**src/rtl/core/pwdd_pkg.sv**
```systemverilog
package pwdd_pkg;

  localparam int NUM_STAGES = 7;

  localparam logic [15:0] EPOCH_MJD = 16'd51604;
  localparam logic [15:0] DAYS_100Y = 16'd36524;
  localparam logic [15:0] DAYS_4Y   = 16'd1461;
  localparam logic [10:0] DAYS_1Y   = 11'd365;
  localparam logic [11:0] BASE_YEAR = 12'd2000;

  // ceil(2^26 / 1461), exact for every remainder below one century
  localparam logic [31:0] RECIP_4Y    = 32'd45934;
  localparam int          RECIP_SHIFT = 26;

  // months counted from march, q15 and q5 fixed point
  localparam logic [19:0] MON_MUL   = 20'd1071;
  localparam logic [19:0] MON_RND   = 20'd450;
  localparam int          MON_SHIFT = 15;
  localparam logic [13:0] DOM_MUL   = 14'd979;
  localparam logic [13:0] DOM_RND   = 14'd16;
  localparam int          DOM_SHIFT = 5;

  typedef struct packed {
    logic [7:0]  group_id;
    logic [7:0]  hold_hours;
    logic [15:0] net_ident;
    logic [15:0] ts_ident;
  } pass_t;

  typedef struct packed {
    logic [11:0] year;
    logic [3:0]  month;
    logic [4:0]  day;
  } date_t;

endpackage

```
**src/rtl/core/power_on_window_date_decoder.sv**
```systemverilog
// Power-on window date decoder.
// Input channel: one control record per request (group_id, ref_date_mjd,
// backoff_days, window_days, hold_hours, net_ident, ts_ident) under
// in_valid / in_stall. Output channel: start and limit dates as year,
// month and day, plus the copied identifiers, under out_valid / out_stall.
// start = ref_date_mjd - backoff_days, limit = start + window_days - 1,
// both taken modulo 65536 days from 1 march 2000.
// Each request gives exactly one result. The pipeline has seven register
// stages (offset, century, four-year reciprocal multiply, four-year
// remainder, year split, month multiply, day and calendar fix-up) and
// takes one request every cycle while the output is not stalled.
// A stall on the output holds the last stage; earlier stages keep moving
// until they reach a full stage, so bubbles close up and in_stall only
// rises once every stage holds a request.
// Reset (rst, synchronous) clears every valid bit; the pipeline is empty
// and ready in the cycle after reset falls.
module power_on_window_date_decoder (
  input  logic        clk,
  input  logic        rst,
  input  logic        in_valid,
  output logic        in_stall,
  input  logic [7:0]  group_id,
  input  logic [15:0] ref_date_mjd,
  input  logic [7:0]  backoff_days,
  input  logic [7:0]  window_days,
  input  logic [7:0]  hold_hours,
  input  logic [15:0] net_ident,
  input  logic [15:0] ts_ident,
  output logic        out_valid,
  input  logic        out_stall,
  output logic [11:0] start_year,
  output logic [3:0]  start_month,
  output logic [4:0]  start_day,
  output logic [11:0] limit_year,
  output logic [3:0]  limit_month,
  output logic [4:0]  limit_day,
  output logic [7:0]  group_out,
  output logic [7:0]  hold_out,
  output logic [15:0] net_out,
  output logic [15:0] ts_out
);
  import pwdd_pkg::*;

  // lane 0 is the start date, lane 1 the limit date
  logic [NUM_STAGES:1] v;
  logic [NUM_STAGES:1] rdy;
  pass_t pt [1:NUM_STAGES];

  logic [15:0] u1 [2];
  logic        c100_2 [2];
  logic [15:0] r100_2 [2];
  logic        c100_3 [2];
  logic [15:0] r100_3 [2];
  logic [31:0] prod3 [2];
  logic [10:0] r4_4 [2];
  logic [7:0]  yp4 [2];
  logic [8:0]  r1_5 [2];
  logic [7:0]  yp5 [2];
  logic [8:0]  r1_6 [2];
  logic [7:0]  yp6 [2];
  logic [3:0]  mon6 [2];
  date_t       dt7 [2];

  logic [15:0] u1_next [2];
  logic        c100_2_next [2];
  logic [15:0] r100_2_next [2];
  logic [4:0]  c4 [2];
  logic [10:0] r4_4_next [2];
  logic [7:0]  yp4_next [2];
  logic [1:0]  c1 [2];
  logic [8:0]  r1_5_next [2];
  logic [7:0]  yp5_next [2];
  logic [3:0]  mon6_next [2];
  logic        ywrap [2];
  date_t       dt7_next [2];

  always_comb begin
    rdy[NUM_STAGES] = !v[NUM_STAGES] || !out_stall;
    for (int i = NUM_STAGES - 1; i >= 1; i--) begin
      rdy[i] = !v[i] || rdy[i+1];
    end
  end

  assign in_stall = !rdy[1];

  always_comb begin
    // offset from the epoch; a negative offset wraps by 65536, which the
    // 16-bit arithmetic gives for free
    u1_next[0] = ref_date_mjd - {8'd0, backoff_days} - EPOCH_MJD;
    u1_next[1] = u1_next[0] + {8'd0, window_days} - 16'd1;
    for (int k = 0; k < 2; k++) begin
      // offsets stay below one 400-year cycle and below two centuries
      c100_2_next[k] = (u1[k] >= DAYS_100Y);
      r100_2_next[k] = c100_2_next[k] ? (u1[k] - DAYS_100Y) : u1[k];

      c4[k]        = prod3[k][RECIP_SHIFT +: 5];
      r4_4_next[k] = 11'(r100_3[k] - 16'(c4[k]) * DAYS_4Y);
      yp4_next[k]  = (c100_3[k] ? 8'd100 : 8'd0) + {1'b0, c4[k], 2'b00};

      // the last day of a four-year cycle clamps to three, landing on 29 february
      priority if (r4_4[k] >= 11'(3 * DAYS_1Y)) c1[k] = 2'd3;
      else if (r4_4[k] >= 11'(2 * DAYS_1Y))     c1[k] = 2'd2;
      else if (r4_4[k] >= DAYS_1Y)              c1[k] = 2'd1;
      else                                      c1[k] = 2'd0;
      r1_5_next[k] = 9'(r4_4[k] - 11'(c1[k]) * DAYS_1Y);
      yp5_next[k]  = yp4[k] + 8'(c1[k]);

      mon6_next[k] = 4'((20'(r1_5[k]) * MON_MUL + MON_RND) >> MON_SHIFT);

      ywrap[k]          = (mon6[k] >= 4'd10);
      dt7_next[k].month = ywrap[k] ? (mon6[k] - 4'd9) : (mon6[k] + 4'd3);
      dt7_next[k].year  = BASE_YEAR + 12'(yp6[k]) + 12'(ywrap[k]);
      dt7_next[k].day   = 5'(r1_6[k]
                          - 9'((14'(mon6[k]) * DOM_MUL + DOM_RND) >> DOM_SHIFT)
                          + 9'd1);
    end
  end

  always_ff @(posedge clk) begin
    if (rst) begin
      v <= '0;
    end else begin
      for (int i = NUM_STAGES; i >= 2; i--) begin
        if (rdy[i]) v[i] <= v[i-1];
      end
      if (rdy[1]) v[1] <= in_valid;
    end
  end

  always_ff @(posedge clk) begin
    if (rdy[1]) begin
      pt[1] <= '{group_id: group_id, hold_hours: hold_hours,
                 net_ident: net_ident, ts_ident: ts_ident};
      u1    <= u1_next;
    end
    for (int i = 2; i <= NUM_STAGES; i++) begin
      if (rdy[i]) pt[i] <= pt[i-1];
    end
    for (int k = 0; k < 2; k++) begin
      if (rdy[2]) begin
        c100_2[k] <= c100_2_next[k];
        r100_2[k] <= r100_2_next[k];
      end
      if (rdy[3]) begin
        c100_3[k] <= c100_2[k];
        r100_3[k] <= r100_2[k];
        prod3[k]  <= 32'(r100_2[k]) * RECIP_4Y;
      end
      if (rdy[4]) begin
        r4_4[k] <= r4_4_next[k];
        yp4[k]  <= yp4_next[k];
      end
      if (rdy[5]) begin
        r1_5[k] <= r1_5_next[k];
        yp5[k]  <= yp5_next[k];
      end
      if (rdy[6]) begin
        r1_6[k] <= r1_5[k];
        yp6[k]  <= yp5[k];
        mon6[k] <= mon6_next[k];
      end
      if (rdy[7]) begin
        dt7[k] <= dt7_next[k];
      end
    end
  end

  assign out_valid   = v[NUM_STAGES];
  assign start_year  = dt7[0].year;
  assign start_month = dt7[0].month;
  assign start_day   = dt7[0].day;
  assign limit_year  = dt7[1].year;
  assign limit_month = dt7[1].month;
  assign limit_day   = dt7[1].day;
  assign group_out   = pt[NUM_STAGES].group_id;
  assign hold_out    = pt[NUM_STAGES].hold_hours;
  assign net_out     = pt[NUM_STAGES].net_ident;
  assign ts_out      = pt[NUM_STAGES].ts_ident;

  a_empty_first_stage_takes: assert property (@(posedge clk) disable iff (rst)
    !v[1] |-> !in_stall)
    else $error("input stalled with an empty first stage");

  a_month_range: assert property (@(posedge clk) disable iff (rst)
    out_valid |-> (start_month >= 4'd1 && start_month <= 4'd12 &&
                   limit_month >= 4'd1 && limit_month <= 4'd12))
    else $error("month out of range");

  a_day_range: assert property (@(posedge clk) disable iff (rst)
    out_valid |-> (start_day != 5'd0 && limit_day != 5'd0))
    else $error("day of month is zero");

  a_year_range: assert property (@(posedge clk) disable iff (rst)
    out_valid |-> (start_year >= BASE_YEAR && start_year <= 12'd2180 &&
                   limit_year >= BASE_YEAR && limit_year <= 12'd2180))
    else $error("year out of range");

  a_reset_empties: assert property (@(posedge clk)
    rst |=> !out_valid)
    else $error("result valid after reset");

endmodule

```
**config.mk**
```make
export PLATFORM = sky130hd
export DESIGN_NAME = power_on_window_date_decoder
export DESIGN_NICKNAME = d
export VERILOG_FILES = /design/src/rtl/core/pwdd_pkg.sv /design/src/rtl/core/power_on_window_date_decoder.sv
export SDC_FILE = /design/constraint.sdc
export NUM_CORES = 1
export LEC_CHECK = 0
export BUFFER_PORTS_ARGS = -buffer_cell sky130_fd_sc_hd__buf_4
export CORE_UTILIZATION = 40
export DETAILED_ROUTE_END_ITERATION = 7
export GPL_ROUTABILITY_DRIVEN = 0
export PLACE_DENSITY = 0.67
export SYNTH_ARGS = -nofsm -noshare
export SYNTH_HDL_FRONTEND = slang
export SYNTH_SLANG_ARGS = --single-unit
```
**constraint.sdc**
```tcl
create_clock -name clk -period 12.8 [get_ports clk]
set_clock_uncertainty 0.2 [all_clocks]
set_input_delay 1.28 -clock clk [delete_from_list [all_inputs] [get_ports clk]]
set_output_delay 1.28 -clock clk [all_outputs]
set_load 0.02 [all_outputs]
```
==> Word-level counts from Yosys, hierarchy flattened <==
Memories as Yosys holds them, arrays and structs flattened.
Index checks and enable logic that the tools add are counted.
Widths: inputs -> output; s select.
{ "classes": {"add_sub_neg": 30, "mul": 10, "div_mod_pow": 0, "magnitude_cmp": 10, "eq_ne": 0, "shifts": 0, "mux": 26, "bitwise": 0, "n_reduce_logical": 16} }
{ "op_table": {"columns": ["op", "count"], "rows": [
  ["$mul 16x15->31 const B", 2],
  ["$sub 16x16->16 const B", 3],
  ["$add 19x9->19 const B", 2],
  ["$mul 9x11->19 const B", 2],
  ["$ge 16x16->1 const B", 2],
  ["$mux 16", 2],
  ["$add 11x8->12 const A", 2],
  ["$add 12x1->12", 2],
  ["$ge 11x10->1 const B", 2],
  ["$ge 11x11->1 const B", 2],
  ["$ge 11x9->1 const B", 2],
  ["$mul 5x11->11 const B", 2],
  ["$sub 11x11->11", 2],
  ["$add 10x5->10 const B", 2],
  ["$mul 4x10->10 const B", 2],
  ["$mul 2x9->9 const B", 2],
  ["$sub 9x9->9", 2],
  ["$add 16x8->16", 1],
  ["$add 7x7->8", 2],
  ["$add 8x2->8", 2],
  ["$mux 1", 16],
  ["$sub 16x1->16 const B", 1],
  ["$sub 16x8->16", 1],
  ["$mux 7", 2],
  ["other kinds (9)", 32]
]} }
{ "word_totals": {"regBits": 39, "latch_bits": 0, "mem_bits_rw": 622, "rom_bits": 0, "input_bits": 84, "elab_cells": 115, "mem_count": 14} }
{ "memory_table": {"columns": ["memory", "words", "word_bits", "rd", "rd_ports_with_merged_regs", "wr", "line", "source"], "rows": [
  ["pt", 7, 48, 7, 0, 7, "power_on_window_date_decoder.sv:47", "pass_t pt [1:NUM_STAGES];"],
  ["prod3", 2, 31, 2, 0, 2, "power_on_window_date_decoder.sv:54", "logic [31:0] prod3 [2];"],
  ["dt7", 2, 21, 2, 0, 2, "power_on_window_date_decoder.sv:62", "date_t dt7 [2];"],
  ["r100_2", 2, 16, 2, 0, 2, "power_on_window_date_decoder.sv:51", "logic [15:0] r100_2 [2];"],
  ["r100_3", 2, 16, 2, 0, 2, "power_on_window_date_decoder.sv:53", "logic [15:0] r100_3 [2];"],
  ["r4_4", 2, 11, 2, 0, 2, "power_on_window_date_decoder.sv:55", "logic [10:0] r4_4 [2];"],
  ["+8 memories", null, null, null, null, null, null, null]
]} }

==> Depth between registers and ports, before layout <==
{ "depth": {"ltp_word": 10, "mapped_depth": 22, "ltp_nobuf": 22} }

==> Worst setup path before layout <==
Ideal clock, no wire load.
{ "synth_timing": {"kind": "input -> output", "start": "input port out_stall", "end": "output port in_stall", "arrival_time_ns": 5.028, "setup_slack_ns": 6.292, "stages": 5, "path_cell_list": "and3_1 and3_1 clkbuf_1 nand4_1 inv_1"} }
{ "synth_between": {"elab_chain_cells": 9} }
{ "synth_lines": {"columns": ["element", "line", "source"], "rows": [
  ["from (decl)", "power_on_window_date_decoder.sv:30", "input logic out_stall,"],
  ["$logic_not 1->1", "power_on_window_date_decoder.sv:78", "rdy[NUM_STAGES] = !v[NUM_STAGES] || !out_stall;"],
  ["$logic_or 1x1->1", "power_on_window_date_decoder.sv:78", null],
  ["$logic_or 1x1->1 (6 in series)", "power_on_window_date_decoder.sv:80", "rdy[i] = !v[i] || rdy[i+1];"],
  ["$logic_not 1->1", "power_on_window_date_decoder.sv:84", "assign in_stall = !rdy[1];"],
  ["to (decl)", "power_on_window_date_decoder.sv:21", "output logic in_stall,"]
]} }
No other way between the ends.

==> flow_summary_export.csv <==
group,metric,value,unit
outcome,outcome,"finished clean",
drt,detail-route-antenna-nets,0,
setup_path,crit_start,"r100_2[0][28]",
clock_network,cts_setup_buffers,0,
floorplanning,dieHeight,306,µm
drt,drt_iter0_drc,911,
global_route,grt_overflow_total,0,
logic_synthesis,synth.most_common_cell,"inv_1",
cells_and_area,area_delta_synth_final,12.6,%
logic_synthesis,synth_top_family_by_area,"adder cells",
min_path,hold_path_class,"reg -> reg",
global_route,use_met3,0.0205,
setup_path,worstPathMaxFanout,6,
logic_synthesis,ys_ff_latch,587,
clock_network,cts_tree,"yes",
clock_network,cts-root-buf,"clkbuf_16",
sta,finalMaxSlewViolations,0,
clock_network,numCtsBuffers,61,
placed_design,dpl.hpwl,47600,µm
drt,vias,19200,
drt,drt_wl_total,60900,µm
floorplanning,coreArea,0.0915,mm²
sta,relSlewSlack,0.368,
clock_network,clkSinkCount,587,
setup_path,cp.required,12.99,ns
logic_synthesis,yosysSeqAreaShare,0.475,
logic_synthesis,synth.area.top_cells,"edfxtp_1 (47%), ha_1 (18%), fa_1 (15%)",
min_path,min_from,"yp4[0][11]",
floorplanning,die_w,306,µm
logic_synthesis,synth_edf_count,580,
global_route,use_met2,0.227,
placed_design,port_buffers,175,
global_route,grt_pass1_vias,19800,
floorplanning,dieArea,0.0936,mm²
cells_and_area,fill_cells,8168,
logic_synthesis,netlist_area,0.0369,mm²
cells_and_area,seq_area,0.0176,mm²
logic_synthesis,synth_warnings,0,
setup_path,crit_buf_inv,6,
sta,hold_viol_final,0,
sta,setup_tns,0,ns
logic_synthesis,synth_top_flop_cell,"edfxtp_1",
global_route,grt_max_degree,64,
setup_path,crit_chain,"inv_1, fa_1, inv_1, fa_1, inv_1, fa_1, inv_1, fa_1, fa_1, inv_1, fa_1, inv_1, ha_1, o21ai_1, a21oi_1, o211a_1, a311oi_2, nor3_1, or3_4, a211oi_1",
clock_network,path_clk_slew,0.06,ns
logic_synthesis,avgSynthCellArea,13.5,µm²
setup_path,slowest_stage,"fa_1",
clock_network,clk_path_buf_depth,3,
setup_path,start_kind,"register",
setup_path,crit_arrival,6.45,ns
floorplanning,rows,111,
global_route,grt_pass1_wl,101000,µm
global_route,top_usage_layer,"met2",
clock_network,insertion_delay,0.63,ns
logic_synthesis,synthSimpleGateAreaFrac,0.0303,
setup_path,criticalPathCategory,"reg -> reg",
global_route,antenna_found_initial,1,
logic_synthesis,synth_compound_area_frac,0.0447,
logic_synthesis,async_reset_ff_frac,0,
sta,rsz0062_at_grt,"false",
drt,first_pass_iters,5,
logic_synthesis,syn_inst,2738,
logic_synthesis,synth_top_area_frac,0.471,
logic_synthesis,yosys.area.top_type,"edfxtp_1",
sta,setup_viol,0,
drt,route.detailed.drc,0,
setup_path,cp_top_family,"adder cells",
clock_network,ctsResizeCount,0,
sta,fmax,160,MHz
cells_and_area,nets,3834,
setup_path,r2r_start,"r100_2[0][28]",
sta,period_share,0.489,
cells_and_area,drive_gt1_frac,0.101,
logic_synthesis,synth_commonest_cells,"inv_1 (628), edfxtp_1 (580), ha_1 (535)",
drt,wl_per_cell,14.6,µm
logic_synthesis,syn_nets,3637,
sta,worst_pin_slew,0.946,ns
logic_synthesis,synthAdderAreaFrac,0.333,
cells_and_area,multi_input_area,0.0167,mm²
setup_path,cp-end-kind,"register",
clock_network,h-tree-depth,2,
logic_synthesis,muxShareOfSynthArea,0.00152,
flow_run,drv_cap,0,
floorplanning,start_util,0.404,
sta,fin_crit,6.26,ns
clock_network,holdBufCountCts,0,
logic_synthesis,synth.distinct_cells,70,
global_route,grt_use_total,0.134,
logic_synthesis,synth-xor-area-share,0.0411,
global_route,use_met1,0.181,
floorplanning,io_pins,176,
drt,viasPerCell,4.59,
setup_path,cpPeakStageDelay,0.56,ns
cell type report:
type | count | area share
sequential | 587 | 0.422
multi-input combinational | 1469 | 0.401
inverter | 632 | 0.0571
clock buffer | 70 | 0.0375
tap | 1186 | 0.0357
timing repair buffer | 184 | 0.0332
clock inverter | 46 | 0.0134
antenna | 1 | 0.0000602
registers in the layout (all words and copies together) (netlist names), 16 cells and up:
register  count
pt          336
dt7          42
r100_2       32
u1           32
r4_4         22
r100_3       20
r1_5         18
yp5          16
yp6          16
layout by cell type, fill, tap and decap left out, types with 11 or more instances in the layout:
cell type    n
o21a_1      21
clkinv_1    11
nand2_1     49
edfxtp_1   580
clkinv_2    12
a21oi_1     67
o21ai_1     26
nand3_1     16
nor2_1      65
nand2b_1    11
clkbuf_16   61
nor3_1      27
fa_1       280
o211ai_1    12
xnor2_1    128
a31oi_1     13
nor2b_1     18
a21o_1      30
o21ai_0     19
xor2_1      43
ha_1       535
inv_1      626
buf_4      184
metal layers:
layer | part of all wire | vias up
met5 | 0 | -
met1 | 0.47 | 9209
li1 | - | 9596
met2 | 0.47 | 268
met3 | 0.034 | 84
met4 | 0.021 | 0
cell families after synthesis:
family	count (synthesis)
adder cells (fa/ha/maj)	815
buffers and inverters	682
flip-flops	587
AO/OA/AOI/OAI	247
AND/OR/NAND/NOR	230
XOR/XNOR	172
multiplexers	5
path summary, 6_finish.rpt:
check                 endpoint  slack [ns]  depth (start not counted)
setup / recovery  prod3[0][60]        6.54                         20
hold / removal      yp5[0][11]        0.18                          0
setup reg to reg  prod3[0][60]        6.54                         20
hold reg to reg     yp5[0][11]        0.18                          0
worst reg2reg max path, cell delays in order, from the launching register on:
cell and delay, ns:
edfxtp_1 0.50, inv_1 0.18, fa_1 0.56, inv_1 0.05, fa_1 0.47, inv_1 0.05, fa_1 0.49, inv_1 0.05
fa_1 0.46, fa_1 0.55, inv_1 0.05, fa_1 0.53, inv_1 0.04, ha_1 0.27, o21ai_1 0.13, a21oi_1 0.10
o211a_1 0.22, a311oi_2 0.37, nor3_1 0.16, or3_4 0.37, a211oi_1 0.27
stage by stage:
| step | setup slack, ns | utilization | hold WS, ns | cells | cell area, µm² |
|---|---|---|---|---|---|
| after global placement | 6.64 | 0.431 | 0.200 | 4058 | 39500 |
| after global routing | 6.17 | 0.455 | 0.197 | 4175 | 41600 |
| after floorplan | 6.29 | - | 0.200 | 2738 | 36900 |
| final | 6.54 | 0.455 | 0.180 | 4175 | 41600 |
| after detailed placement | 6.52 | 0.431 | 0.205 | 4058 | 39500 |
| after CTS | 6.51 | 0.455 | 0.181 | 4174 | 41600 |
Power is not shown: default switching activity piles up to over one toggle a cycle in this logic, so the estimate is an artifact.
